$ cat config.mk
export PLATFORM = sky130hd
export DESIGN_NAME = clock_time_setting_controller_unit
export DESIGN_NICKNAME = d
export VERILOG_FILES = /design/src/hw/rtl/ctsc_pkg.sv /design/src/hw/rtl/ctsc_cfg.sv /design/src/hw/rtl/ctsc_step.sv /design/src/hw/rtl/clock_time_setting_controller_unit.sv
export SDC_FILE = /design/constraint.sdc
export NUM_CORES = 1
export LEC_CHECK = 0
export ABC_CLOCK_PERIOD_IN_PS = 3300
export CORE_ASPECT_RATIO = 1.2
export CORE_MARGIN = 3
export CORE_UTILIZATION = 31
export CTS_BUF_LIST = sky130_fd_sc_hd__clkbuf_16
export DETAILED_ROUTE_END_ITERATION = 7
export DONT_BUFFER_PORTS = 1
export MAX_ROUTING_LAYER = met4
export SETUP_SLACK_MARGIN = 0.05
export SYNTH_ARGS = -nofsm -noshare
export SYNTH_HDL_FRONTEND = slang
export SYNTH_SLANG_ARGS = --single-unit
$ cat constraint.sdc
create_clock -name clk -period 3.3 [get_ports clk]
set_input_delay 0.495 -clock clk [delete_from_list [all_inputs] [get_ports clk]]
set_output_delay 0.495 -clock clk [all_outputs]
set_load 0.01 [all_outputs]
$ cat src/hw/rtl/ctsc_pkg.sv
package ctsc_pkg;

  // item opcodes
  localparam logic [2:0] OP_TICK   = 3'd0;
  localparam logic [2:0] OP_ENTER  = 3'd1;
  localparam logic [2:0] OP_PLUS   = 3'd2;
  localparam logic [2:0] OP_MINUS  = 3'd3;
  localparam logic [2:0] OP_ESCAPE = 3'd4;
  localparam logic [2:0] OP_LOAD   = 3'd5;

  // edited field codes
  localparam logic [1:0] FIELD_NONE    = 2'd0;
  localparam logic [1:0] FIELD_HOURS   = 2'd1;
  localparam logic [1:0] FIELD_MINUTES = 2'd2;
  localparam logic [1:0] FIELD_SECONDS = 2'd3;

  // stage mark bits
  localparam logic [2:0] MARK_H = 3'b001;
  localparam logic [2:0] MARK_M = 3'b010;
  localparam logic [2:0] MARK_S = 3'b100;

  // time limits
  localparam logic [4:0] HOUR_MAX   = 5'd23;
  localparam logic [5:0] MINSEC_MAX = 6'd59;
  localparam logic [4:0] HALF_DAY   = 5'd12;

  // register map, byte address = 4 * index
  localparam int unsigned ADDR_W    = 5;
  localparam int unsigned REG_IDX_W = 3;
  localparam logic [REG_IDX_W-1:0] REG_SHOW_HOURS   = 3'd0;
  localparam logic [REG_IDX_W-1:0] REG_SHOW_MINUTES = 3'd1;
  localparam logic [REG_IDX_W-1:0] REG_SHOW_SECONDS = 3'd2;
  localparam logic [REG_IDX_W-1:0] REG_TWELVE_HOUR  = 3'd3;
  localparam logic [REG_IDX_W-1:0] REG_KEYS_ENABLED = 3'd4;

  typedef struct packed {
    logic show_hours;
    logic show_minutes;
    logic show_seconds;
    logic twelve_hour_display;
    logic keys_enabled;
  } ctsc_cfg_t;

  typedef struct packed {
    logic [4:0] run_hours;
    logic [5:0] run_minutes;
    logic [5:0] run_seconds;
    logic [4:0] edit_hours;
    logic [5:0] edit_minutes;
    logic [5:0] edit_seconds;
    logic [2:0] stage_marks;
  } ctsc_state_t;

  typedef struct packed {
    logic [4:0] shown_hours;
    logic [5:0] shown_minutes;
    logic [5:0] shown_seconds;
    logic [1:0] edit_field;
    logic       time_committed;
  } ctsc_result_t;

endpackage

$ cat src/hw/rtl/ctsc_cfg.sv
module ctsc_cfg (
  input  logic                        clk,
  input  logic                        rst,
  input  logic                        psel,
  input  logic                        penable,
  input  logic                        pwrite,
  input  logic [ctsc_pkg::ADDR_W-1:0] paddr,
  input  logic [31:0]                 pwdata,
  output logic [31:0]                 prdata,
  output logic                        pready,
  output ctsc_pkg::ctsc_cfg_t         cfg
);
  import ctsc_pkg::*;

  logic [REG_IDX_W-1:0] reg_idx;
  logic                 wr_en;

  assign reg_idx = paddr[ADDR_W-1:2];
  assign wr_en   = psel && penable && pwrite;
  assign pready  = 1'b1;

  // register writes
  always_ff @(posedge clk) begin
    if (rst) begin
      cfg.show_hours          <= 1'b1;
      cfg.show_minutes        <= 1'b1;
      cfg.show_seconds        <= 1'b1;
      cfg.twelve_hour_display <= 1'b0;
      cfg.keys_enabled        <= 1'b1;
    end else if (wr_en) begin
      unique case (reg_idx)
        REG_SHOW_HOURS:   cfg.show_hours          <= pwdata[0];
        REG_SHOW_MINUTES: cfg.show_minutes        <= pwdata[0];
        REG_SHOW_SECONDS: cfg.show_seconds        <= pwdata[0];
        REG_TWELVE_HOUR:  cfg.twelve_hour_display <= pwdata[0];
        REG_KEYS_ENABLED: cfg.keys_enabled        <= pwdata[0];
        default: ;
      endcase
    end
  end

  // register reads
  always_comb begin
    prdata = 32'd0;
    unique case (reg_idx)
      REG_SHOW_HOURS:   prdata[0] = cfg.show_hours;
      REG_SHOW_MINUTES: prdata[0] = cfg.show_minutes;
      REG_SHOW_SECONDS: prdata[0] = cfg.show_seconds;
      REG_TWELVE_HOUR:  prdata[0] = cfg.twelve_hour_display;
      REG_KEYS_ENABLED: prdata[0] = cfg.keys_enabled;
      default:          prdata    = 32'd0;
    endcase
  end

endmodule

$ cat src/hw/rtl/ctsc_step.sv
module ctsc_step (
  input  ctsc_pkg::ctsc_cfg_t    cfg,
  input  ctsc_pkg::ctsc_state_t  st,
  input  logic [2:0]             opcode,
  input  logic [7:0]             load_hours,
  input  logic [7:0]             load_minutes,
  input  logic [7:0]             load_seconds,
  output ctsc_pkg::ctsc_state_t  st_next,
  output ctsc_pkg::ctsc_result_t res
);
  import ctsc_pkg::*;

  function automatic logic [1:0] field_of(input logic [2:0] marks);
    logic [1:0] f;
    if (marks == 3'b000)           f = FIELD_NONE;
    else if ((marks & MARK_M) == 0) f = FIELD_HOURS;
    else if ((marks & MARK_S) == 0) f = FIELD_MINUTES;
    else                           f = FIELD_SECONDS;
    return f;
  endfunction

  function automatic logic [5:0] wrap_up(input logic [5:0] v, input logic [5:0] top);
    return (v >= top) ? 6'd0 : v + 6'd1;
  endfunction

  function automatic logic [5:0] wrap_down(input logic [5:0] v, input logic [5:0] top);
    return (v == 6'd0 || v > top) ? top : v - 6'd1;
  endfunction

  logic       load_ok;
  logic       committed;
  logic [1:0] cur_field;
  logic [1:0] new_field;
  logic [4:0] sh;
  logic [5:0] sm;
  logic [5:0] ss;
  logic [5:0] hour_wide;

  assign load_ok = (load_hours <= {3'd0, HOUR_MAX}) && (load_minutes <= {2'd0, MINSEC_MAX})
                   && (load_seconds <= {2'd0, MINSEC_MAX});
  assign cur_field = field_of(st.stage_marks);

  // next state for one item
  always_comb begin
    st_next   = st;
    committed = 1'b0;
    hour_wide = 6'd0;
    unique case (opcode)
      OP_TICK: begin
        if (st.run_seconds >= MINSEC_MAX) begin
          st_next.run_seconds = 6'd0;
          if (st.run_minutes >= MINSEC_MAX) begin
            st_next.run_minutes = 6'd0;
            st_next.run_hours   = (st.run_hours >= HOUR_MAX) ? 5'd0 : st.run_hours + 5'd1;
          end else begin
            st_next.run_minutes = st.run_minutes + 6'd1;
          end
        end else begin
          st_next.run_seconds = st.run_seconds + 6'd1;
        end
      end
      OP_LOAD: begin
        if (load_ok) begin
          st_next.run_hours   = load_hours[4:0];
          st_next.run_minutes = load_minutes[5:0];
          st_next.run_seconds = load_seconds[5:0];
        end
      end
      OP_ENTER: begin
        if (cfg.keys_enabled) begin
          // first enter takes a copy of the running time
          if (st.stage_marks == 3'b000) begin
            st_next.edit_hours   = st.run_hours;
            st_next.edit_minutes = st.run_minutes;
            st_next.edit_seconds = st.run_seconds;
          end
          if (cfg.show_hours && (st.stage_marks & MARK_H) == 0) begin
            st_next.stage_marks = st.stage_marks | MARK_H;
          end else if (cfg.show_minutes && (st.stage_marks & MARK_M) == 0) begin
            st_next.stage_marks = st.stage_marks | MARK_H | MARK_M;
          end else if (cfg.show_seconds && (st.stage_marks & MARK_S) == 0) begin
            st_next.stage_marks = st.stage_marks | MARK_H | MARK_M | MARK_S;
          end else begin
            // commit the edit copy
            st_next.run_hours   = st_next.edit_hours;
            st_next.run_minutes = st_next.edit_minutes;
            st_next.run_seconds = st_next.edit_seconds;
            st_next.stage_marks = 3'b000;
            committed           = 1'b1;
          end
        end
      end
      OP_PLUS: begin
        if (cfg.keys_enabled) begin
          case (cur_field)
            FIELD_HOURS: begin
              hour_wide          = wrap_up({1'b0, st.edit_hours}, {1'b0, HOUR_MAX});
              st_next.edit_hours = hour_wide[4:0];
            end
            FIELD_MINUTES: st_next.edit_minutes = wrap_up(st.edit_minutes, MINSEC_MAX);
            FIELD_SECONDS: st_next.edit_seconds = wrap_up(st.edit_seconds, MINSEC_MAX);
            default: ;
          endcase
        end
      end
      OP_MINUS: begin
        if (cfg.keys_enabled) begin
          case (cur_field)
            FIELD_HOURS: begin
              hour_wide          = wrap_down({1'b0, st.edit_hours}, {1'b0, HOUR_MAX});
              st_next.edit_hours = hour_wide[4:0];
            end
            FIELD_MINUTES: st_next.edit_minutes = wrap_down(st.edit_minutes, MINSEC_MAX);
            FIELD_SECONDS: st_next.edit_seconds = wrap_down(st.edit_seconds, MINSEC_MAX);
            default: ;
          endcase
        end
      end
      OP_ESCAPE: begin
        if (cfg.keys_enabled) st_next.stage_marks = 3'b000;
      end
      default: ;
    endcase
  end

  // shown time after the item
  assign new_field = field_of(st_next.stage_marks);

  always_comb begin
    if (new_field != FIELD_NONE) begin
      sh = st_next.edit_hours;
      sm = st_next.edit_minutes;
      ss = st_next.edit_seconds;
    end else begin
      sh = st_next.run_hours;
      sm = st_next.run_minutes;
      ss = st_next.run_seconds;
    end
    if (cfg.twelve_hour_display && sh >= HALF_DAY) sh = sh - HALF_DAY;
    res.shown_hours    = sh;
    res.shown_minutes  = sm;
    res.shown_seconds  = ss;
    res.edit_field     = new_field;
    res.time_committed = committed;
  end

endmodule

$ cat src/hw/rtl/clock_time_setting_controller_unit.sv
// channel   | signals                                              | direction
// ----------+------------------------------------------------------+----------
// item      | item_valid/item_ready, opcode, load_*                | in
// result    | result_valid/result_ready, shown_*, edit_field,      | out
//           | time_committed                                       |
// config    | psel/penable/pwrite/paddr/pwdata/prdata/pready       | in/out
//
// one request per clock sustained while result_ready holds; a stalled result holds accepted requests back
// the step logic sits between the request register and the result register
// rst is synchronous: time 00:00:00, not editing, all fields shown, 24-hour, keys on
// a stalled result holds the step; the request register still takes one more request
module clock_time_setting_controller_unit (
  input  logic                        clk,
  input  logic                        rst,
  input  logic                        item_valid,
  output logic                        item_ready,
  input  logic [2:0]                  opcode,
  input  logic [7:0]                  load_hours,
  input  logic [7:0]                  load_minutes,
  input  logic [7:0]                  load_seconds,
  output logic                        result_valid,
  input  logic                        result_ready,
  output logic [4:0]                  shown_hours,
  output logic [5:0]                  shown_minutes,
  output logic [5:0]                  shown_seconds,
  output logic [1:0]                  edit_field,
  output logic                        time_committed,
  input  logic                        psel,
  input  logic                        penable,
  input  logic                        pwrite,
  input  logic [ctsc_pkg::ADDR_W-1:0] paddr,
  input  logic [31:0]                 pwdata,
  output logic [31:0]                 prdata,
  output logic                        pready
);
  import ctsc_pkg::*;

  ctsc_cfg_t    cfg;
  ctsc_state_t  st;
  ctsc_state_t  st_next;
  ctsc_result_t res;

  logic       item_full;
  logic [2:0] op_q;
  logic [7:0] lh_q;
  logic [7:0] lm_q;
  logic [7:0] ls_q;
  logic       advance;

  assign advance    = item_full && (!result_valid || result_ready);
  assign item_ready = !item_full || advance;

  ctsc_cfg u_cfg (
    .clk     (clk),
    .rst     (rst),
    .psel    (psel),
    .penable (penable),
    .pwrite  (pwrite),
    .paddr   (paddr),
    .pwdata  (pwdata),
    .prdata  (prdata),
    .pready  (pready),
    .cfg     (cfg)
  );

  // request register
  always_ff @(posedge clk) begin
    if (rst) begin
      item_full <= 1'b0;
    end else if (item_valid && item_ready) begin
      item_full <= 1'b1;
    end else if (advance) begin
      item_full <= 1'b0;
    end
  end

  always_ff @(posedge clk) begin
    if (item_valid && item_ready) begin
      op_q <= opcode;
      lh_q <= load_hours;
      lm_q <= load_minutes;
      ls_q <= load_seconds;
    end
  end

  ctsc_step u_step (
    .cfg          (cfg),
    .st           (st),
    .opcode       (op_q),
    .load_hours   (lh_q),
    .load_minutes (lm_q),
    .load_seconds (ls_q),
    .st_next      (st_next),
    .res          (res)
  );

  // clock and edit state
  always_ff @(posedge clk) begin
    if (rst) begin
      st <= '0;
    end else if (advance) begin
      st <= st_next;
    end
  end

  // result register
  always_ff @(posedge clk) begin
    if (rst) begin
      result_valid <= 1'b0;
    end else if (advance) begin
      result_valid <= 1'b1;
    end else if (result_ready) begin
      result_valid <= 1'b0;
    end
  end

  always_ff @(posedge clk) begin
    if (advance) begin
      shown_hours    <= res.shown_hours;
      shown_minutes  <= res.shown_minutes;
      shown_seconds  <= res.shown_seconds;
      edit_field     <= res.edit_field;
      time_committed <= res.time_committed;
    end
  end

endmodule

== Yosys cells after proc, flatten, opt, wreduce, memory -nomap -nowiden ==
Index checks and enable logic that the tools add are counted.

* Add/sub/neg operators: 10
* Magnitude comparators: 13
* Equal/unequal tests: 12
* Multiplexer cells: 48
* Bitwise operators: 2
* Reduce and logical (&&, ||, !) cells: 38

{| class="wikitable"
|+ Operators with widths
! kind !! number
|-
| logical NOT 32 bit || 5
|-
| 2-to-1 mux 17 bit || 7
|-
| case mux 17 bit (3 select lines) || 2
|-
| 2-to-1 mux 6 bit || 12
|-
| 2-to-1 mux 5 bit || 8
|-
| 2-to-1 mux 37 bit || 1
|-
| adder 6 x 1 -> 6 bit, second input constant || 4
|-
| greater-or-equal comparator 6 bit, second input constant || 4
|-
| <= comparator 8 x 6 -> 1 bit, second input constant || 2
|-
| equality test 3 x 2 -> 1 bit, second input constant || 4
|-
| greater-than comparator 6 bit, second input constant || 2
|-
| logical NOT 3 bit || 4
|-
| logical NOT 6 bit || 2
|-
| 2-to-1 mux 3 bit || 4
|-
| subtractor 6 x 1 -> 6 bit, second input constant || 2
|-
| 2-to-1 mux 11 bit || 1
|-
| adder 5 x 1 -> 5 bit, second input constant || 2
|-
| greater-or-equal comparator 5 bit, second input constant || 2
|-
| logical AND 1 bit || 10
|-
| AND reduction 2 bit || 5
|-
| equality test 3 bit, second input constant || 3
|-
| <= comparator 8 x 5 -> 1 bit, second input constant || 1
|-
| 2-to-1 mux 2 bit || 4
|-
| 2-to-1 mux 1 bit || 7
|-
| other kinds (15) || 25
|}

* Bits in registers: 91
* Input bits: 71
* Output and inout port bits: 55
* Word-level logic and storage cells: 146

== Logic depth before layout (Yosys ltp) ==
Gate-level depths: netlist of run 1.

* Depth in word-level cells: 16
* Depth in mapped cells: 14
* Gate-level depth less buffers: 13

== Hierarchy ==
From an unflattened synthesis of run 1, not the netlist that was laid out.

* Cell total of the unflattened synthesis: 806
* Area, all modules: 7,010.5 sq um

{| class="wikitable"
|+ By module, submodules not included
! module !! times used !! cells an instance !! area each (sq um) !! seq. area each (sq um)
|-
| ctsc_step || 1 || 523 || 3,298.2 || 0.0
|-
| clock_time_setting_controller_unit || 1 || 217 || 3,168.0 || 2,192.1
|-
| ctsc_cfg || 1 || 66 || 544.3 || 100.1
|}

== Worst setup path before layout of run 1 ==
OpenSTA, ideal clock, no wires.

* Path type: register to register
* Start: register lh_q[7]
* End: register shown_hours[3] (data pin)
* Library setup time: 0.157 ns
* Arrival time: 2.868 ns
* Data required time: 3.143 ns
* Slack: 0.275 ns
* Stages on the path, launching flop included: 12
* Buffers on the path: 0
* Period minus slack after synthesis: 3.025 ns
* Cells stage by stage: edfxtp_1 nor4_1 nand2_1 nor2_2 mux2_2 a211oi_1 mux2i_1 ha_1 and2_1 a32o_1 or3_1 a32oi_1

{| class="wikitable"
|+ RTL lines
! element !! line !! source
|-
| start: declaration || clock_time_setting_controller_unit.sv:45 || <nowiki>logic [7:0] lh_q;</nowiki>
|-
| start signal: assignment || clock_time_setting_controller_unit.sv:80 || <nowiki>lh_q <= load_hours;</nowiki>
|-
| end signal: assignment || clock_time_setting_controller_unit.sv:119 || <nowiki>shown_hours <= res.shown_hours;</nowiki>
|-
| end: declaration || clock_time_setting_controller_unit.sv:23 || <nowiki>output logic [4:0] shown_hours,</nowiki>
|}

==> metrics.txt, run 1 <==
# TYPE chip_impl_metric gauge
chip_impl_info{name="status",value="complete, no violations"} 1
chip_impl_info{name="rsz0062_at_grt",value="false"} 1
chip_impl_metric{name="report.final.hold_viol_count",unit=""} 0
chip_impl_metric{name="finalClockSkew",unit="ns"} 0.0119
chip_impl_metric{name="sequential_cell_area",unit="um2"} 2300
chip_impl_metric{name="numClockSinks",unit=""} 91
chip_impl_metric{name="timing.reg2reg.setup_slack",unit="ns"} 0.17
chip_impl_metric{name="std_cell_core_area",unit="um2"} 20400
chip_impl_info{name="hold_endpoint",value="st[2]"} 1
chip_impl_metric{name="p_clk_share",unit="%"} 35.4
chip_impl_metric{name="cts_buffers",unit=""} 9
chip_impl_metric{name="fin_util",unit="%"} 36.1
chip_impl_info{name="cp_delay_by_family_top",value="compound AO/OA/AOI/OAI gates"} 1
chip_impl_metric{name="crit_buf_inv",unit=""} 0
chip_impl_metric{name="grt_remaining_overflow",unit=""} 0
chip_impl_metric{name="route.final.wire_length",unit="mm"} 19.6
chip_impl_info{name="tritoncts",value="done"} 1
chip_impl_metric{name="route.detailed.drc",unit=""} 0
chip_impl_metric{name="sequentialPowerShare",unit="%"} 45.1
chip_impl_info{name="hp-class",value="input port to register"} 1
chip_impl_metric{name="portBuffers",unit=""} 0
chip_impl_info{name="cp_cell_sequence",value="ha_1 -> and4b_1 -> o21ai_0 -> a211oi_1 -> a311o_1 -> a22oi_2 -> a22oi_2 -> ha_2 -> and2_1 -> a32o_1 -> or3_1 -> a32oi_1"} 1
chip_impl_metric{name="power.share.switching",unit="%"} 29.9
chip_impl_metric{name="worst_setup_hold_path_clk_slew",unit="ns"} 0.07
chip_impl_metric{name="power.combinational.fraction",unit="%"} 19.5
chip_impl_metric{name="clock_tree.htree_level_count",unit=""} 3
chip_impl_metric{name="first_iter_violations",unit=""} 510
chip_impl_info{name="yosys.area.top_type",value="sky130_fd_sc_hd__edfxtp_1"} 1
chip_impl_metric{name="clkLatencyLatePin",unit="ns"} 0.35
chip_impl_metric{name="fin_crit_sh",unit="%"} 94.7
chip_impl_metric{name="postCtsHoldBufs",unit=""} 0
chip_impl_metric{name="post_synth_instance_area",unit="um2"} 6480
chip_impl_metric{name="setup_violations",unit=""} 0
chip_impl_metric{name="grt_antenna_before_repair",unit=""} 0
chip_impl_metric{name="routedWlPerCell",unit="um"} 18.3
chip_impl_metric{name="synthDominantCellAreaShare",unit="%"} 21.8
chip_impl_metric{name="post_synth_num_cell_types",unit=""} 88
chip_impl_info{name="cp_max_delay_cell",value="sky130_fd_sc_hd__dfxtp_1"} 1
chip_impl_metric{name="drt-vias-per-instance",unit=""} 5.59
chip_impl_metric{name="internal",unit="mW"} 2.07
chip_impl_metric{name="die_h",unit="um"} 164
chip_impl_info{name="r2r_start",value="st[15]"} 1
chip_impl_info{name="commonest_register_cell_after_synthesis",value="sky130_fd_sc_hd__edfxtp_1"} 1
chip_impl_metric{name="synth-warning-count",unit=""} 0
chip_impl_info{name="mostFrequentLayoutCells",value="sky130_fd_sc_hd__nand2_1, sky130_fd_sc_hd__nor2_1, sky130_fd_sc_hd__a21oi_1, sky130_fd_sc_hd__buf_4, sky130_fd_sc_hd__edfxtp_1"} 1
chip_impl_metric{name="fmax",unit="MHz"} 320
chip_impl_metric{name="leakage",unit="nW"} 2.64
chip_impl_info{name="cp-start-kind",value="register"} 1
chip_impl_metric{name="placementRows",unit=""} 57
chip_impl_metric{name="layout-area-overhead-vs-synth",unit="%"} 13.5
chip_impl_metric{name="cts.path.max_buffers",unit=""} 2
chip_impl_metric{name="finalWeightedCongestion",unit=""} 0.925
chip_impl_info{name="layout_commonest_cell",value="sky130_fd_sc_hd__nand2_1"} 1
chip_impl_metric{name="timing.max_slew.rel_slack",unit="%"} 55.9
chip_impl_metric{name="finalMaxSlewViolations",unit=""} 0
chip_impl_metric{name="multi_input_area",unit="um2"} 3770
chip_impl_metric{name="drtPass1Iterations",unit=""} 5
chip_impl_metric{name="max_cap_violations",unit=""} 0
chip_impl_metric{name="globalRouteTotalUtil",unit="%"} 17.6
chip_impl_info{name="crit_path_frequent_cell",value="sky130_fd_sc_hd__a22oi_2"} 1
chip_impl_metric{name="fill_cells",unit=""} 2155
chip_impl_info{name="clk_root_buffer_cell",value="sky130_fd_sc_hd__clkbuf_16"} 1
chip_impl_metric{name="grt_max_degree",unit=""} 55
chip_impl_metric{name="global_route_wire_length_before_repair",unit="mm"} 30.3
chip_impl_metric{name="top_level_i_o_count",unit=""} 126
chip_impl_metric{name="power.net_switching",unit="mW"} 0.886
chip_impl_metric{name="critical_path_cell_count",unit=""} 12
chip_impl_metric{name="power_density",unit="nW/um2"} 402
chip_impl_metric{name="floorplan.initialDensity",unit="%"} 31.8
chip_impl_metric{name="chipWidth",unit="um"} 138
chip_impl_metric{name="ant_nets",unit=""} 0
chip_impl_metric{name="fin_setup_tns",unit="ns"} 0
chip_impl_info{name="worst-setup-path-type",value="register to register"} 1
chip_impl_metric{name="synth_enable_flop_cells",unit=""} 47
chip_impl_metric{name="die_area",unit="um2"} 22700
chip_impl_metric{name="worst-slew-pin-transition",unit="ns"} 0.654
chip_impl_metric{name="async_reset_ff_share",unit="%"} 0
chip_impl_metric{name="worstPathMaxFanout",unit=""} 4
chip_impl_metric{name="worst-endpoint-arrival",unit="ns"} 3.31
chip_impl_metric{name="seq_area_frac_synth",unit="%"} 35.4
chip_impl_metric{name="fin_crit",unit="ns"} 3.13
chip_impl_info{name="synth.area.top_cells",value="sky130_fd_sc_hd__edfxtp_1, sky130_fd_sc_hd__dfxtp_1, sky130_fd_sc_hd__a21oi_1, sky130_fd_sc_hd__nand2_1, sky130_fd_sc_hd__buf_4"} 1
chip_impl_info{name="hold_path.startpoint",value="rst"} 1
chip_impl_metric{name="antenna_cells_inserted",unit=""} 0
chip_impl_info{name="setup.worst_path.end_class",value="register"} 1
chip_impl_metric{name="grt_pass1_vias",unit=""} 5508
chip_impl_metric{name="timing.critical_path.slowest_cell_delay",unit="ns"} 0.35
chip_impl_metric{name="crit_required",unit="ns"} 3.49
chip_impl_metric{name="timing.hold.worst_path_depth",unit=""} 1
chip_impl_metric{name="worstRegToRegCells",unit=""} 12
chip_impl_metric{name="ff_latch_count_synth",unit=""} 91
chip_impl_info{name="worst_r2r_endpoint",value="shown_hours[3]"} 1
chip_impl_metric{name="postSynthAreaPerCell",unit="um2"} 8.25
chip_impl_metric{name="ir_drop",unit="mV"} 0.283
chip_impl_metric{name="vias",unit=""} 6002
chip_impl_metric{name="proportion_of_layout_cells_with_a_drive_suffix_above_1",unit="%"} 16.5
chip_impl_metric{name="synth_cells",unit=""} 785
chip_impl_metric{name="place_hpwl",unit="mm"} 14.5
chip_impl_metric{name="finalNetCount",unit=""} 884
stage by stage:
stage / instance area [um2] / setup WS (ns) / power, mW / std cells / hold slack [ns]
floorplan: 6590 / 0.275 / 1.76 / 815 / 0.487
global placement: 6950 / 0.0841 / 1.91 / 1054 / 0.495
detailed placement: 6950 / 0.0717 / 1.91 / 1054 / 0.501
CTS: 7240 / 0.0562 / 2.96 / 1070 / 0.196
global route: 7360 / 0.0238 / 3.09 / 1073 / 0.201
finish: 7360 / 0.175 / 2.96 / 1073 / 0.212
registers in the layout (all words and copies together), names as in the netlist, 5 cells and up:
register,count
lh_q,8
lm_q,8
ls_q,8
shown_hours,5
shown_minutes,6
shown_seconds,6
st,37
u_cfg.cfg,5
layer usage:
metal	share of wire (%)	vias to the layer above	GRT usage (%)
li1	-	2896	-
met1	43	2814	23.1
met2	48	239	27.5
met3	5.5	53	2.25
met4	3.6	0	7.50
met5	0	-	-
Yosys cell counts, types with 8 or more instances:
| cell type | instances |
|---|---|
| sky130_fd_sc_hd__mux2i_1 | 19 |
| sky130_fd_sc_hd__buf_4 | 38 |
| sky130_fd_sc_hd__buf_2 | 13 |
| sky130_fd_sc_hd__nand2b_1 | 11 |
| sky130_fd_sc_hd__clkbuf_1 | 42 |
| sky130_fd_sc_hd__a211oi_1 | 35 |
| sky130_fd_sc_hd__nand4_1 | 10 |
| sky130_fd_sc_hd__dfxtp_1 | 44 |
| sky130_fd_sc_hd__nor2b_1 | 9 |
| sky130_fd_sc_hd__o22ai_1 | 8 |
| sky130_fd_sc_hd__nor2_1 | 72 |
| sky130_fd_sc_hd__edfxtp_1 | 47 |
| sky130_fd_sc_hd__inv_1 | 18 |
| sky130_fd_sc_hd__ha_1 | 10 |
| sky130_fd_sc_hd__o21ai_0 | 45 |
| sky130_fd_sc_hd__nand2_1 | 86 |
| sky130_fd_sc_hd__nor3_1 | 13 |
| sky130_fd_sc_hd__a21o_1 | 8 |
| sky130_fd_sc_hd__a21oi_1 | 69 |
| sky130_fd_sc_hd__a31oi_1 | 8 |
| sky130_fd_sc_hd__nand3_1 | 23 |
power groups by stage:
stage	logic, mW	registers [mW]	clock network, mW
final	0.578	1.33	1.05
after global routing	0.635	1.34	1.11
after CTS	0.556	1.33	1.07
after detailed placement	0.553	1.36	0
after global placement	0.551	1.36	0
after floorplan	0.439	1.32	0
kinds of logic after synthesis:
logic type	count (synthesis)	share of synthesized area, %
simple gates	274	20.8
compound gates	264	28.1
buf+inv	115	9.35
flops	91	35.4
mux	22	3.46
fa+ha+maj	10	1.93
xor+xnor	7	0.946
other cells	2	0.116
how the worst max path moves through the flow:
stage               startpoint              to  slack, ns
global placement       op_q[1]  shown_hours[3]       0.08
finish                  st[15]  shown_hours[3]       0.17
global route            st[15]  shown_hours[3]       0.02
floorplan              lh_q[7]  shown_hours[3]       0.27
CTS                    op_q[1]  shown_hours[3]       0.06
detailed placement     op_q[1]  shown_hours[3]       0.07
what timing repair did:
action	in CTS	in global routing
gates resized for setup	0	23
buffers inserted	0	3
endpoints found under the setup margin	0	2
hold endpoints to repair	0	0
worst register-to-register path: stages, from the launching register on:
cell,delay [ns]
sky130_fd_sc_hd__dfxtp_1,0.35
sky130_fd_sc_hd__ha_1,0.20
sky130_fd_sc_hd__and4b_1,0.22
sky130_fd_sc_hd__o21ai_0,0.26
sky130_fd_sc_hd__a211oi_1,0.15
sky130_fd_sc_hd__a311o_1,0.30
sky130_fd_sc_hd__a22oi_2,0.23
sky130_fd_sc_hd__a22oi_2,0.13
sky130_fd_sc_hd__ha_2,0.22
sky130_fd_sc_hd__and2_1,0.14
sky130_fd_sc_hd__a32o_1,0.27
sky130_fd_sc_hd__or3_1,0.32
sky130_fd_sc_hd__a32oi_1,0.20
area by class of cell:
type / count / share of cell area, %
clock buffer: 9 / 3.06
clock inverter: 7 / 0.935
inverter: 20 / 1.02
multi-input combinational: 609 / 51.3
sequential: 91 / 31.2
tap: 265 / 4.51
timing repair buffer: 72 / 7.96
Note: power is estimated with default switching activity, not from simulation.
==> run 2: changes to the inputs <==
- CTS_BUF_LIST: sky130_fd_sc_hd__clkbuf_16 -> not set
==> run 2 against run 1 <==
Effect of this change:
- total power is essentially flat
- highest routed layer unchanged
- register-to-register slack about the same
- maximum frequency down 0.31%
- via count down 0.20%
- die area unchanged
- critical endpoint unchanged
==> metrics.txt, run 2 (synthesis results as in run 1) <==
# TYPE chip_impl_metric gauge
chip_impl_metric{name="fin_crit",unit="ns"} 3.14
chip_impl_metric{name="fin_util",unit="%"} 36.1
chip_impl_metric{name="routedWlPerCell",unit="um"} 18.3
chip_impl_metric{name="finalMaxSlewViolations",unit=""} 0
chip_impl_info{name="worst-setup-path-type",value="register to register"} 1
chip_impl_metric{name="cts.path.max_buffers",unit=""} 2
chip_impl_metric{name="multi_input_area",unit="um2"} 3770
chip_impl_metric{name="design_area",unit="um2"} 7360
chip_impl_metric{name="ir_drop",unit="mV"} 0.283
chip_impl_metric{name="grt_max_degree",unit=""} 55
chip_impl_info{name="mostFrequentLayoutCells",value="sky130_fd_sc_hd__nand2_1, sky130_fd_sc_hd__nor2_1, sky130_fd_sc_hd__a21oi_1, sky130_fd_sc_hd__buf_4, sky130_fd_sc_hd__edfxtp_1"} 1
chip_impl_metric{name="drtPass1Iterations",unit=""} 5
chip_impl_info{name="worstSetupStartpoint",value="st[15]"} 1
chip_impl_metric{name="final_cells",unit=""} 1073
chip_impl_metric{name="layout-area-overhead-vs-synth",unit="%"} 13.5
chip_impl_metric{name="worstRegToRegCells",unit=""} 12
chip_impl_info{name="layout_commonest_cell",value="sky130_fd_sc_hd__nand2_1"} 1
chip_impl_metric{name="top_level_i_o_count",unit=""} 126
chip_impl_info{name="setup.worst_path.end_class",value="register"} 1
chip_impl_metric{name="worst-endpoint-arrival",unit="ns"} 3.32
chip_impl_info{name="top_register",value="st"} 1
chip_impl_metric{name="ant_nets",unit=""} 0
chip_impl_metric{name="setup_violations",unit=""} 0
chip_impl_metric{name="numClockSinks",unit=""} 91
chip_impl_metric{name="cts_buffers",unit=""} 9
chip_impl_metric{name="largest_register_ff_count",unit=""} 37
chip_impl_metric{name="max_cap_violations",unit=""} 0
chip_impl_metric{name="fill_cells",unit=""} 2155
chip_impl_metric{name="grt_antenna_before_repair",unit=""} 0
chip_impl_metric{name="floorplan.initialDensity",unit="%"} 31.8
chip_impl_metric{name="route.detailed.drc",unit=""} 0
chip_impl_metric{name="timing.max_slew.rel_slack",unit="%"} 54.7
chip_impl_metric{name="grt_pass1_vias",unit=""} 5508
chip_impl_metric{name="dp_slack",unit="ns"} 0.0717
chip_impl_metric{name="globalRouteTotalUtil",unit="%"} 17.6
chip_impl_metric{name="antenna_cells_inserted",unit=""} 0
chip_impl_info{name="worst_r2r_endpoint",value="shown_hours[3]"} 1
chip_impl_metric{name="clkLatencyLatePin",unit="ns"} 0.35
chip_impl_metric{name="fmax",unit="MHz"} 319
chip_impl_info{name="rsz0062_at_grt",value="false"} 1
chip_impl_metric{name="timing.hold.worst_path_depth",unit=""} 1
chip_impl_metric{name="finalNetCount",unit=""} 884
chip_impl_metric{name="fin_crit_sh",unit="%"} 95.0
chip_impl_metric{name="grt_remaining_overflow",unit=""} 0
chip_impl_metric{name="worst-slew-pin-transition",unit="ns"} 0.673
chip_impl_metric{name="place_hpwl",unit="mm"} 14.5
chip_impl_metric{name="numPlacedInstances",unit=""} 1054
chip_impl_metric{name="die_area",unit="um2"} 22700
chip_impl_metric{name="report.final.hold_viol_count",unit=""} 0
chip_impl_info{name="cp-start-kind",value="register"} 1
chip_impl_metric{name="finalClockSkew",unit="ns"} 0.0111
chip_impl_metric{name="first_iter_violations",unit=""} 511
chip_impl_metric{name="placementRows",unit=""} 57
chip_impl_metric{name="die_h",unit="um"} 164
chip_impl_metric{name="postPlaceCellArea",unit="um2"} 6950
chip_impl_metric{name="crit_required",unit="ns"} 3.49
chip_impl_info{name="hold_endpoint",value="st[2]"} 1
chip_impl_metric{name="worst_setup_hold_path_clk_slew",unit="ns"} 0.07
chip_impl_metric{name="chipWidth",unit="um"} 138
chip_impl_info{name="status",value="complete, no violations"} 1
chip_impl_metric{name="worstPathMaxFanout",unit=""} 4
chip_impl_info{name="hp-class",value="input port to register"} 1
chip_impl_metric{name="proportion_of_layout_cells_with_a_drive_suffix_above_1",unit="%"} 16.5
chip_impl_info{name="tritoncts",value="done"} 1
chip_impl_metric{name="vias",unit=""} 5990
chip_impl_info{name="hold_path.startpoint",value="rst"} 1
chip_impl_info{name="clk_root_buffer_cell",value="sky130_fd_sc_hd__clkbuf_16"} 1
chip_impl_metric{name="leakage",unit="nW"} 2.63
chip_impl_metric{name="drt-vias-per-instance",unit=""} 5.58
chip_impl_metric{name="global_route_wire_length_before_repair",unit="mm"} 30.3
chip_impl_metric{name="timing.reg2reg.setup_slack",unit="ns"} 0.16
chip_impl_metric{name="portBuffers",unit=""} 0
chip_impl_metric{name="fin_setup_tns",unit="ns"} 0
chip_impl_metric{name="setup_ws",unit="ns"} 0.165
chip_impl_metric{name="route.final.wire_length",unit="mm"} 19.6
chip_impl_metric{name="power_density",unit="nW/um2"} 402
chip_impl_metric{name="postCtsHoldBufs",unit=""} 0
chip_impl_metric{name="clock_tree.htree_level_count",unit=""} 3
chip_impl_info{name="r2r_start",value="st[15]"} 1
chip_impl_metric{name="std_cell_core_area",unit="um2"} 20400
chip_impl_metric{name="finalWeightedCongestion",unit=""} 0.925
chip_impl_metric{name="sequential_cell_area",unit="um2"} 2300
-- run 2: per-layer routing --
layer  part of all wire (%)  global-route usage [%]
met5                      0                       -
met3                    5.5                    2.25
met1                     43                    23.1
met4                    3.7                    7.50
met2                     48                    27.5
-- run 2: worst max-delay path: stages, from the launching register on --
cell and delay (ns):
sky130_fd_sc_hd__dfxtp_1 0.35, sky130_fd_sc_hd__ha_1 0.20, sky130_fd_sc_hd__and4b_1 0.22, sky130_fd_sc_hd__o21ai_0 0.26
sky130_fd_sc_hd__a211oi_1 0.15, sky130_fd_sc_hd__a311o_1 0.30, sky130_fd_sc_hd__a22oi_2 0.23, sky130_fd_sc_hd__a22oi_2 0.13
sky130_fd_sc_hd__ha_2 0.22, sky130_fd_sc_hd__and2_1 0.13, sky130_fd_sc_hd__a32o_1 0.27, sky130_fd_sc_hd__or3_1 0.32
sky130_fd_sc_hd__a32oi_1 0.20
-- run 2: final cells by class --
cell class | instances | share of cell area (%)
sequential | 91 | 31.2
timing repair buffer | 72 | 7.96
clock buffer | 10 | 3.11
tap | 265 | 4.51
inverter | 20 | 1.02
multi-input combinational | 609 | 51.3
clock inverter | 6 | 0.884
-- run 2: stage by stage --
step | hold slack, ns | power [mW]
after global routing | 0.201 | 3.09
after global placement | 0.495 | 1.91
after CTS | 0.196 | 2.96
final | 0.212 | 2.96
after detailed placement | 0.501 | 1.91
after floorplan | 0.487 | 1.76
-- run 2: repair_timing --
action,in CTS,in global routing
endpoints found under the setup margin,0,2
setup buffers,0,3
gates resized for setup,0,23
-- run 2: report_power, final --
group	switching [mW]	leakage [nW]	internal, mW
logic	0.357	1.67	0.222
clock network	0.456	0.145	0.591
registers	0.0701	0.816	1.26
-- run 2: how the worst max path moves through the flow --
stage	slack [ns]	end	cells past startpoint
floorplan	0.27	shown_hours[3]	11
global placement	0.08	shown_hours[3]	12
detailed placement	0.07	shown_hours[3]	12
CTS	0.06	shown_hours[3]	12
global route	0.02	shown_hours[3]	12
finish	0.16	shown_hours[3]	12
==> run 3: changes to the inputs <==
- CORE_UTILIZATION: 31 -> 65
- PLACE_DENSITY: not set -> 0.81
==> run 3 against run 2 <==
Effect of this change:
- first-iteration DRC count grew 31%
- wire length shrank 1.9%
- critical path depth grew 1
- sequential share of layout area grew 0.99 points
- via count grew 6.1%
- setup slack gained 0.029 ns
- non-clock buffer count shrank 3
- final area shrank 3.1%
- utilization grew 38 points
- clock-buffer cell count is the same
- register-to-register slack gained 0.03 ns
- sequential power is essentially flat
- critical path type unchanged
- highest routed layer unchanged
==> metrics.txt, run 3 (synthesis results as in run 1) <==
# TYPE chip_impl_metric gauge
chip_impl_metric{name="power_density",unit="nW/um2"} 427
chip_impl_metric{name="fin_setup_tns",unit="ns"} 0
chip_impl_metric{name="globalRouteTotalUtil",unit="%"} 34.6
chip_impl_info{name="clk_root_buffer_cell",value="sky130_fd_sc_hd__clkbuf_16"} 1
chip_impl_info{name="hold_endpoint",value="st[21]"} 1
chip_impl_metric{name="fmax",unit="MHz"} 322
chip_impl_metric{name="leakage",unit="nW"} 2.60
chip_impl_info{name="worst_r2r_endpoint",value="shown_hours[3]"} 1
chip_impl_metric{name="global_route_wire_length_before_repair",unit="mm"} 30.1
chip_impl_metric{name="fin_crit",unit="ns"} 3.11
chip_impl_metric{name="vias",unit=""} 6358
chip_impl_metric{name="die_h",unit="um"} 115
chip_impl_info{name="rsz0062_at_grt",value="false"} 1
chip_impl_info{name="tritoncts",value="done"} 1
chip_impl_metric{name="max_cap_violations",unit=""} 0
chip_impl_info{name="status",value="complete, no violations"} 1
chip_impl_metric{name="layout-area-overhead-vs-synth",unit="%"} 10.1
chip_impl_info{name="cp_max_delay_cell",value="sky130_fd_sc_hd__dfxtp_1"} 1
chip_impl_metric{name="setup_ws",unit="ns"} 0.194
chip_impl_metric{name="timing.hold.worst_path_depth",unit=""} 1
chip_impl_metric{name="grt_pass1_vias",unit=""} 5782
chip_impl_metric{name="fin_util",unit="%"} 74.2
chip_impl_metric{name="worstRegToRegCells",unit=""} 13
chip_impl_metric{name="routedWlPerCell",unit="um"} 20.7
chip_impl_metric{name="setup_violations",unit=""} 0
chip_impl_metric{name="cts.path.max_buffers",unit=""} 2
chip_impl_metric{name="place_hpwl",unit="mm"} 14.0
chip_impl_metric{name="cts_buffers",unit=""} 9
chip_impl_metric{name="route.detailed.drc",unit=""} 0
chip_impl_metric{name="std_cell_core_area",unit="um2"} 9610
chip_impl_metric{name="ir_drop",unit="mV"} 0.446
chip_impl_metric{name="timing.reg2reg.setup_slack",unit="ns"} 0.19
chip_impl_metric{name="antenna_cells_inserted",unit=""} 0
chip_impl_metric{name="worst-slew-pin-transition",unit="ns"} 1.08
chip_impl_metric{name="grt_antenna_before_repair",unit=""} 0
chip_impl_info{name="top_register",value="st"} 1
chip_impl_metric{name="worstPathMaxFanout",unit=""} 10
chip_impl_metric{name="finalWeightedCongestion",unit=""} 1.03
chip_impl_info{name="cp_cell_sequence",value="buf_4 -> o21ba_2 -> nand3_1 -> nor4b_1 -> a311o_1 -> a22oi_1 -> buf_4 -> a22oi_2 -> ha_1 -> and2_1 -> a32o_1 -> or3_1 -> a32oi_1"} 1
chip_impl_metric{name="finalNetCount",unit=""} 881
chip_impl_metric{name="multi_input_area",unit="um2"} 3750
chip_impl_metric{name="top_level_i_o_count",unit=""} 126
chip_impl_metric{name="grt_remaining_overflow",unit=""} 0
chip_impl_metric{name="fin_crit_sh",unit="%"} 94.1
chip_impl_metric{name="crit_required",unit="ns"} 3.49
chip_impl_metric{name="finalPower",unit="mW"} 3.04
chip_impl_info{name="worst-setup-path-type",value="register to register"} 1
chip_impl_info{name="layout_commonest_cell",value="sky130_fd_sc_hd__nand2_1"} 1
chip_impl_metric{name="placementRows",unit=""} 39
chip_impl_metric{name="route.final.wire_length",unit="mm"} 19.2
chip_impl_metric{name="largest_register_ff_count",unit=""} 37
chip_impl_info{name="mostFrequentLayoutCells",value="sky130_fd_sc_hd__nand2_1, sky130_fd_sc_hd__nor2_1, sky130_fd_sc_hd__a21oi_1, sky130_fd_sc_hd__buf_4, sky130_fd_sc_hd__edfxtp_1"} 1
chip_impl_metric{name="timing.critical_path.slowest_cell_delay",unit="ns"} 0.35
chip_impl_info{name="cp-start-kind",value="register"} 1
chip_impl_metric{name="die_area",unit="um2"} 11200
chip_impl_metric{name="worst-endpoint-arrival",unit="ns"} 3.30
chip_impl_metric{name="finalMaxSlewViolations",unit=""} 0
chip_impl_info{name="crit_path_frequent_cell",value="sky130_fd_sc_hd__buf_4"} 1
chip_impl_metric{name="floorplan.initialDensity",unit="%"} 67.4
chip_impl_metric{name="clock_tree.htree_level_count",unit=""} 3
chip_impl_metric{name="finalClockSkew",unit="ns"} 0.00720
chip_impl_metric{name="ant_nets",unit=""} 0
chip_impl_metric{name="clkLatencyLatePin",unit="ns"} 0.35
chip_impl_metric{name="timing.max_slew.rel_slack",unit="%"} 28.0
chip_impl_metric{name="report.final.hold_viol_count",unit=""} 0
chip_impl_metric{name="numClockSinks",unit=""} 91
chip_impl_metric{name="proportion_of_layout_cells_with_a_drive_suffix_above_1",unit="%"} 15.8
chip_impl_metric{name="chipWidth",unit="um"} 97.1
chip_impl_info{name="worstSetupStartpoint",value="st[2]"} 1
chip_impl_info{name="hold_path.startpoint",value="rst"} 1
chip_impl_metric{name="dp_slack",unit="ns"} 0.0544
chip_impl_metric{name="grt_max_degree",unit=""} 52
chip_impl_info{name="hp-class",value="input port to register"} 1
chip_impl_metric{name="first_iter_violations",unit=""} 671
chip_impl_metric{name="drtPass1Iterations",unit=""} 5
chip_impl_metric{name="fill_cells",unit=""} 719
chip_impl_metric{name="drt-vias-per-instance",unit=""} 6.85
chip_impl_metric{name="worst_setup_hold_path_clk_slew",unit="ns"} 0.07
chip_impl_info{name="setup.worst_path.end_class",value="register"} 1
chip_impl_metric{name="portBuffers",unit=""} 0
chip_impl_info{name="r2r_start",value="st[2]"} 1
chip_impl_metric{name="sequential_cell_area",unit="um2"} 2300
## run 3: cell types whose count changed in the layout (fill, tap and decap cells not counted), moves of 2 or more
cell	change
sky130_fd_sc_hd__buf_12	-2
sky130_fd_sc_hd__nor2b_2	+3
sky130_fd_sc_hd__ha_4	+2
sky130_fd_sc_hd__buf_6	-2
sky130_fd_sc_hd__nor2b_1	-3
sky130_fd_sc_hd__clkinvlp_4	+2
## run 3: report_power, final
part / internal (mW) / leakage, nW / switching (mW)
combinational: 0.218 / 1.63 / 0.354
sequential: 1.26 / 0.816 / 0.0782
clock: 0.672 / 0.151 / 0.457
## run 3: layout make-up
cell class	instances	area share, %
clock buffers	10	3.21
clock inverters	6	1.33
inverters	20	1.05
multi-input cells	609	52.6
flip-flops and latches	91	32.2
well taps	123	2.16
repair buffers	69	7.44
## run 3: how the worst max path moves through the flow
stage,end,slack [ns],cells after the start
after floorplan,shown_hours[3],0.27,11
after global placement,shown_hours[3],0.13,11
after detailed placement,shown_hours[3],0.05,11
after CTS,shown_hours[3],0.07,11
after global routing,shown_hours[3],0.07,15
final,shown_hours[3],0.19,13
## run 3: worst max-delay path, delay by kind of cell (launching register included)
family	cells	cell delay, ns
AOI/OAI and AO/OA	6	1.32
and+or+nand+nor	4	0.66
buffers and inverters	2	0.37
DFF	1	0.35
adders and majority gates	1	0.23
## run 3: per-layer routing
layer | vias up | share of wire (%) | routed length [um] | global-route usage (%)
li1 | 2879 | - | - | -
met1 | 2960 | 40 | 7610 | 45.0
met2 | 451 | 47 | 8950 | 53.4
met3 | 68 | 10 | 1950 | 5.52
met4 | 0 | 3.8 | 733 | 15.9
met5 | - | 0 | 0 | -
## run 3: metrics by stage
stage	hold slack (ns)	std cells	instance area, um2
2_1_floorplan	0.487	815	6590
3_3_place_gp	0.498	911	6740
3_5_place_dp	0.513	911	6740
4_1_cts	0.210	927	7070
5_1_grt	0.209	928	7130
6_report	0.210	928	7130
## run 3: repair_timing
action | 4_1_cts | 5_1_grt
setup buffers | 0 | 1
resized for setup | 1 | 16
setup endpoints to repair | 1 | 2
cloned | 0 | 0
hold buffers | 0 | 0
